===== src/design/awvn_pkg.sv =====
// Package with shared types and constants of the vertex normal block.
package awvn_pkg;

	localparam int ACC_BITS = 44;
	localparam int IDX_BITS = 10;
	localparam int OUT_BITS = 16;

	typedef enum logic [1:0] {
		CMD_LOAD  = 2'd0,
		CMD_FACE  = 2'd1,
		CMD_QUERY = 2'd2,
		CMD_NONE  = 2'd3
	} cmd_t;

	typedef logic signed [ACC_BITS-1:0] acc_t;

endpackage


===== src/design/awvn_norm.sv =====
// Iterative normalizer: scales an accumulated vector to unit length in Q1.14.
module awvn_norm (
	input  logic                  clk,
	input  logic                  arst_n,
	input  logic                  start,
	input  awvn_pkg::acc_t        acc_x,
	input  awvn_pkg::acc_t        acc_y,
	input  awvn_pkg::acc_t        acc_z,
	output logic                  done,
	output logic signed [15:0]    nx,
	output logic signed [15:0]    ny,
	output logic signed [15:0]    nz,
	output logic                  degen
);
	import awvn_pkg::*;

	typedef enum logic [2:0] {
		N_IDLE, N_SHIFT, N_SQ, N_ROOT, N_DIV, N_DONE
	} nstate_t;

	nstate_t     state_q;
	logic [43:0] m_q [3];
	logic [2:0]  neg_q;
	logic [63:0] sq_q;
	logic [63:0] rem_q;
	logic [31:0] root_q;
	logic [5:0]  cnt_q;
	logic [1:0]  k_q;
	logic [1:0]  sqk_q;
	logic [45:0] num_q;
	logic [15:0] quo_q;
	logic [15:0] res_q [3];

	logic [43:0] maxm;
	logic [63:0] trial;
	logic [63:0] rem_sh;
	logic [46:0] num_sh;
	logic [31:0] prod;
	logic [15:0] qv;

	always_comb begin
		maxm = m_q[0];
		if (m_q[1] > maxm) maxm = m_q[1];
		if (m_q[2] > maxm) maxm = m_q[2];
		// Restoring root, two radicand bits per step.
		rem_sh = {rem_q[61:0], sq_q[63:62]};
		trial  = {30'd0, root_q, 2'b01};
		// Restoring divide of the rounded numerator by the root.
		num_sh = {num_q, 1'b0};
		prod   = m_q[sqk_q][31:0];
		qv     = neg_q[k_q] ? 16'(0 - quo_q) : quo_q;
	end

	always_ff @(posedge clk or negedge arst_n) begin
		if (!arst_n) begin
			state_q <= N_IDLE;
			done    <= 1'b0;
			degen   <= 1'b0;
			nx      <= '0;
			ny      <= '0;
			nz      <= '0;
		end else begin
			done <= 1'b0;
			case (state_q)
				N_IDLE: begin
					if (start) begin
						neg_q  <= {acc_z[43], acc_y[43], acc_x[43]};
						m_q[0] <= acc_x[43] ? 44'(-acc_x) : acc_x;
						m_q[1] <= acc_y[43] ? 44'(-acc_y) : acc_y;
						m_q[2] <= acc_z[43] ? 44'(-acc_z) : acc_z;
						state_q <= N_SHIFT;
					end
				end
				N_SHIFT: begin
					if (maxm == '0) begin
						degen   <= 1'b1;
						nx      <= '0;
						ny      <= '0;
						nz      <= '0;
						done    <= 1'b1;
						state_q <= N_IDLE;
					end else if (maxm >= 44'(64'd1 << 30)) begin
						for (int i = 0; i < 3; i++) m_q[i] <= m_q[i] >> 1;
					end else if (maxm < 44'(64'd1 << 29)) begin
						for (int i = 0; i < 3; i++) m_q[i] <= m_q[i] << 1;
					end else begin
						sq_q    <= '0;
						sqk_q   <= 2'd0;
						state_q <= N_SQ;
					end
				end
				N_SQ: begin
					sq_q <= sq_q + 64'(prod * prod);
					if (sqk_q == 2'd2) begin
						rem_q   <= '0;
						root_q  <= '0;
						cnt_q   <= '0;
						state_q <= N_ROOT;
					end
					sqk_q <= sqk_q + 2'd1;
				end
				N_ROOT: begin
					sq_q <= {sq_q[61:0], 2'b00};
					if (cnt_q == 6'd31) begin
						// After the last step the root is the partial root plus one
						// bit, so half the root is the partial root itself.
						root_q  <= {root_q[30:0], (rem_sh >= trial)};
						rem_q   <= '0;
						k_q     <= 2'd0;
						cnt_q   <= '0;
						num_q   <= {m_q[0][31:0], 14'd0} + 46'(root_q);
						quo_q   <= '0;
						state_q <= N_DIV;
					end else begin
						if (rem_sh >= trial) begin
							rem_q  <= rem_sh - trial;
							root_q <= {root_q[30:0], 1'b1};
						end else begin
							rem_q  <= rem_sh;
							root_q <= {root_q[30:0], 1'b0};
						end
						cnt_q <= cnt_q + 6'd1;
					end
				end
				N_DIV: begin
					// Shift-subtract over 46 numerator bits; partial remainder
					// lives in rem_q.
					num_q <= num_sh[45:0];
					if ({rem_q[62:0], num_q[45]} >= 64'(root_q)) begin
						rem_q <= {rem_q[62:0], num_q[45]} - 64'(root_q);
						quo_q <= {quo_q[14:0], 1'b1};
					end else begin
						rem_q <= {rem_q[62:0], num_q[45]};
						quo_q <= {quo_q[14:0], 1'b0};
					end
					if (cnt_q == 6'd45) begin
						state_q <= N_DONE;
					end else begin
						cnt_q <= cnt_q + 6'd1;
					end
				end
				N_DONE: begin
					res_q[k_q] <= qv;
					if (k_q == 2'd2) begin
						nx      <= res_q[0];
						ny      <= res_q[1];
						nz      <= qv;
						degen   <= 1'b0;
						done    <= 1'b1;
						state_q <= N_IDLE;
					end else begin
						k_q     <= k_q + 2'd1;
						cnt_q   <= '0;
						rem_q   <= '0;
						quo_q   <= '0;
						num_q   <= {m_q[k_q + 2'd1][31:0], 14'd0} + 46'(root_q[31:1]);
						state_q <= N_DIV;
					end
				end
				default: state_q <= N_IDLE;
			endcase
		end
	end
endmodule


===== config.mk =====
export PLATFORM = sky130hd
export DESIGN_NAME = awvn_norm
export DESIGN_NICKNAME = d
export VERILOG_FILES = /design/src/design/awvn_pkg.sv /design/src/design/awvn_norm.sv
export SDC_FILE = /design/constraint.sdc
export NUM_CORES = 2
export LEC_CHECK = 0
export BUFFER_PORTS_ARGS = -buffer_cell sky130_fd_sc_hd__buf_4
export CORE_MARGIN = 2
export CORE_UTILIZATION = 60
export DETAILED_ROUTE_END_ITERATION = 10
export PLACE_DENSITY = 0.77
export SLEW_MARGIN = 40
export SYNTH_ARGS = -nofsm -noshare
export SYNTH_HDL_FRONTEND = slang
export SYNTH_SLANG_ARGS = --single-unit

===== constraint.sdc =====
create_clock -name clk -period 14.6 [get_ports clk]
set_input_delay 2.92 -clock clk [delete_from_list [all_inputs] [get_ports clk]]
set_output_delay 2.92 -clock clk [all_outputs]
set_load 0.1 [all_outputs]

==> Yosys cells after proc, flatten, opt, wreduce, memory -nomap -nowiden <==
Memory sizes are Yosys's and may differ from the RTL's. A register that Yosys moved wholly into a read port is not among the register bits.
Index checks and enable logic that the tools add are counted.
{ "op_classes": {"shift": 0, "n_addsub": 12, "bitwise_logic": 6, "n_eq_ne": 22, "n_mux": 84, "n_mul": 1, "reduce_logical": 23, "order_cmp": 7, "div_mod_pow": 0} }
{ "ops": {"columns": ["op", "count"], "rows": [
  ["$mux 44", 11],
  ["$mux 63", 5],
  ["$pmux 63 s4", 1],
  ["$mux 64", 3],
  ["$pmux 64 s3", 1],
  ["$pmux 46 s3", 1],
  ["$neg 44->44", 3],
  ["$mux 16", 7],
  ["$pmux 16 s2", 3],
  ["$mux 46", 2],
  ["$gt 44x44->1", 2],
  ["$add 64x64->64", 1],
  ["$ge 64x32->1", 1],
  ["$ge 64x34->1", 1],
  ["$mul 32x32->64", 1],
  ["$pmux 32 s2", 1],
  ["$sub 63x32->63", 1],
  ["$sub 63x34->63", 1],
  ["$pmux 16 s3", 1],
  ["$add 46x31->46", 1],
  ["$add 46x32->46", 1],
  ["$ge 44x31->1 const B", 1],
  ["$logic_not 44->1", 1],
  ["$lt 44x30->1 const B", 1],
  ["other kinds (32)", 103]
]} }
{ "totals": {"ram_bits": 180, "input_bits": 135, "regBits": 287, "output_inout_bits": 50, "elab_cells": 172, "n_memories": 2, "mem_bits_ro": 0, "latchBits": 0} }
{ "memory_table": {"columns": ["name", "words", "width", "rd", "rd_ports_with_merged_regs", "write_ports", "line", "text"], "rows": [
  ["m_q", 3, 44, 5, 1, 3, "awvn_norm.sv:22", "logic [43:0] m_q [3];"],
  ["res_q", 3, 16, 2, 0, 1, "awvn_norm.sv:32", "logic [15:0] res_q [3];"]
]} }

==> Depth between registers and ports, before layout <==
An unclocked memory read counts as a cell.
{ "depth": {"word_depth": 13, "ltp_mapped": 35, "depth_no_buf": 31} }

==> Worst setup path before layout <==
Ideal clock, no wire load.
{ "synth_path": {"kind": "flip-flop to flip-flop", "from": "memory m_q[0][29]", "to": "memory m_q[0][0], enable pin", "setup_time_ns": 1.467, "path_stages_with_launch": 27, "path_slack_ns": 4.304, "required_ns": 13.133, "path_buffers": 6, "arrival_ns": 8.829, "path_cell_list": "edfxtp_1 -> clkbuf_1 -> inv_1 -> ha_1 -> a21oi_1 -> o21ai_0 -> a21o_1 -> a211oi_1 -> a21oi_1 -> nor3_1 -> clkbuf_1 -> buf_1 -> mux2i_1 -> ha_1 -> a2111oi_0 -> o21ai_0 -> a311oi_1 -> o22ai_1 -> o31a_1 -> o21ai_2 -> nor2_1 -> a31o_2 -> clkbuf_1 -> nand3_1 -> clkbuf_1 -> buf_2 -> nand3_1"} }
{ "synth_rtl": {"columns": ["item", "line"], "rows": [
  ["from (decl)", "awvn_norm.sv:22"]
]} }

==> summary.md <==
| Metric | Value |
|---|---|
| Cts hold-fix bufs | `0` |
| Worst path depth | `28` |
| Critical path's slowest cell | `clkinv_1` |
| Setup bufs post-CTS | `0` |
| Final nets | `8465` |
| Status | `finished clean` |
| 1st-pass router iterations | `9` |
| Post-synth top area share | `27.40%` |
| Most used cell, CP | `fa_1` |
| Final setup viols | `0` |
| Max Cap Viol | `0` |
| Clock Path Buffers | `3` |
| Synth Register Bits | `453` |
| Remaining Overflow, GRT | `0` |
| First-pass GRT wire length | `299800 um` |
| Syn Std Cell Area | `64740 sq um` |
| CP required | `14980 ps` |
| H-tree levels | `2` |
| TritonCTS clock tree | `built` |
| Top-count cell post-synth | `inv_1` |
| HP Start | `res_q[0][10]` |
| CP max stage delay | `870 ps` |
| Worst skew pair latency | `690 ps` |
| GRT Total Usage | `a little over a third` |
| Worst R2R Setup Slack | `3380 ps` |
| Mux contribution to synthesized area | `7.014%` |
| EDFF count, synth | `398` |
| Min Tclk post-route | `11220 ps` |
| TNS Setup | `0 ps` |
| Post-synth top flop | `edfxtp_1` |
| Worst setup SP type | `register` |
| Root Buffer | `clkbuf_16` |
| Post-synthesis simple-gate area fraction | `11.65%` |
| Worst path top cell family by delay | `adder cells` |
| Area of the die | `110500 sq um` |
| Site Rows | `120` |
| Ratio of cells with drive above 1 in the final layout | `~8.9%` |
| Sink Count | `453` |
| Starting density of the core | `roughly three fifths` |
| DRT antenna net count | `0` |
| Top cells by area, synth | `fa_1, edfxtp_1, ha_1` |
| P&R area growth vs syn | `7.547%` |
| Number of global-route vias before repair | `53310` |
| Fillers | `8482` |
| Yosys Warn Count | `0` |
| Synth area leader | `fa_1` |
| Final Slew Violations | `0` |
| Critical path peak fanout | `32` |
| Kind of end point of the critical path | `register` |
| Crit path DAT | `11610 ps` |
| Crit share post-route | `a little under 80%` |
| Die Wd | `332.5 um` |
| # DRC | `0` |
| Ys async rst share | `11.70%` |
| Adder-cell share of the synthesized area | `35.98%` |
| Post-CTS Resized | `0` |
| R2R cell count | `28` |
| Gp weighted congestion | `approximately 0.99` |
| Synth Area in Compound Gates | `10.32%` |
| Mean Syn Cell Area | `9.327 sq um` |
| Dpl hpwl | `144100 um` |
| DRT Wirelength | `190000 um` |
| Commonest cells in the netlist | `inv_1, fa_1, nand2_1, nor2_1, ha_1` |
| Largest net degree at the start of global routing | `78` |
| Critical path class | `reg2reg` |
| Initial DRC count | `between 5000 and 6000` |
| Number of port buffers | `184` |
| WHS Endpoint | `nx[10]` |
| Vias | `51840` |
| WL/cell | `~22 um` |
| Initial antenna violation count | `2` |
| Slew @ Worst Pin | `928.2 ps` |
| Final hold viol count | `0` |
| Chip height | `332.5 um` |
| Clock skew | `between 30 and 40 ps` |
| Sequential share of the synthesized area | `20.57%` |
| Min-Delay Path Class | `reg2reg` |
| CTS buffer count | `between 50 and 60` |
| CP Buf/Inv Count | `6` |
| Worst hold path depth | `2` |
| Core area | `approximately 110000 sq um` |
| Cells after Synth | `6941` |
| Largest family of logic cells by synthesized area | `adder cells` |
| Reg2reg end | `sq_q[42]` |
| Clk slew on worst S/H paths | `70 ps` |
| Vias per cell | `6.138` |
| Worst slew margin | `between 30% and 40%` |
| Yosys cell types | `between 80 and 90` |
| Io pins | `approximately 190` |
| Syn nets | `8406` |
| RSZ-0062 raised after global routing | `false` |
| Post-synthesis xor/xnor area fraction | `4.952%` |
| Fmax | `89.10 MHz` |
## logic make-up (layout without fill, tap and decap cells)
logic type	after synthesis	in the layout
multiplexers	431	431
XOR/XNOR	366	366
buffers and inverters	1635	1736
AND/OR/NAND/NOR	1675	1675
AO/OA/AOI/OAI	1051	1051
other	0	1
flip-flops	453	453
adder cells (fa/ha/maj)	1330	1330
## metrics by stage
step	instance area [sq um]	cells	utilization, %	setup WS (ps)	hold slack [ps]
final	69620	8446	65.04	3376	448.7
after global routing	69620	8445	65.04	3148	481.6
after CTS	69570	8444	64.99	3252	451.7
after detailed placement	67730	8345	63.27	3298	439.5
after global placement	67660	8344	63.20	2897	428.8
after floorplan	64740	6941	-	4304	426.0
## cell type report
cell class	count	area (sq um)	area share [%]
well taps	1403	1755	2.521
flip-flops and latches	453	13330	19.14
diodes	1	2.502	0.003594
clock buffers	66	1491	2.142
inverters	1360	5109	7.337
repair buffers	277	2138	3.071
clock inverters	33	352.8	0.5068
multi-input cells	4853	45450	65.28
## routing by layer
metal  global-route usage, %  up-vias  share of wire, %
li1                        -    22890                 -
met1                   45.68    25460                38
met2                   54.87     2851                46
met3                   8.652      641                11
met4                   15.09        2               5.0
met5                       0        -             0.018
## cell usage in the layout, fill, tap and decap left out, types with 114 or more instances in the layout
cell type and instances:
ha_1 443, fa_1 886, mux2_2 177, nand2_1 658
nor2_1 481, o21ai_0 282, mux2i_1 253, edfxtp_1 398
a21oi_1 217, inv_1 1347, buf_4 268, a21o_1 114
xnor2_1 267
## how the worst max path moves through the flow
stage	to	start	slack, ps
2_1_floorplan	m_q[0][0]	m_q[0][29]	4300
3_3_place_gp	sq_q[56]	register	2900
3_5_place_dp	sq_q[42]	register	3300
4_1_cts	sq_q[42]	register	3250
5_1_grt	sq_q[42]	register	3150
6_report	sq_q[42]	register	3380
## state kept, by name, summed over array words and instances, names as in the netlist, 3 cells and up, named ones only
signal	cells
neg_q	3
sq_q	64
num_q	46
cnt_q	6
ny	16
quo_q	16
res_q	32
nx	16
root_q	32
state_q	3
rem_q	63
m_q	132
nz	16
## worst min-delay path, cell delays in order (launching register included)
cell and delay, ps:
edfxtp_1 320, nand2_1 40, o21ai_0 60
Power is not shown: default switching activity piles up to over one toggle a cycle in this logic, so the estimate is an artifact.
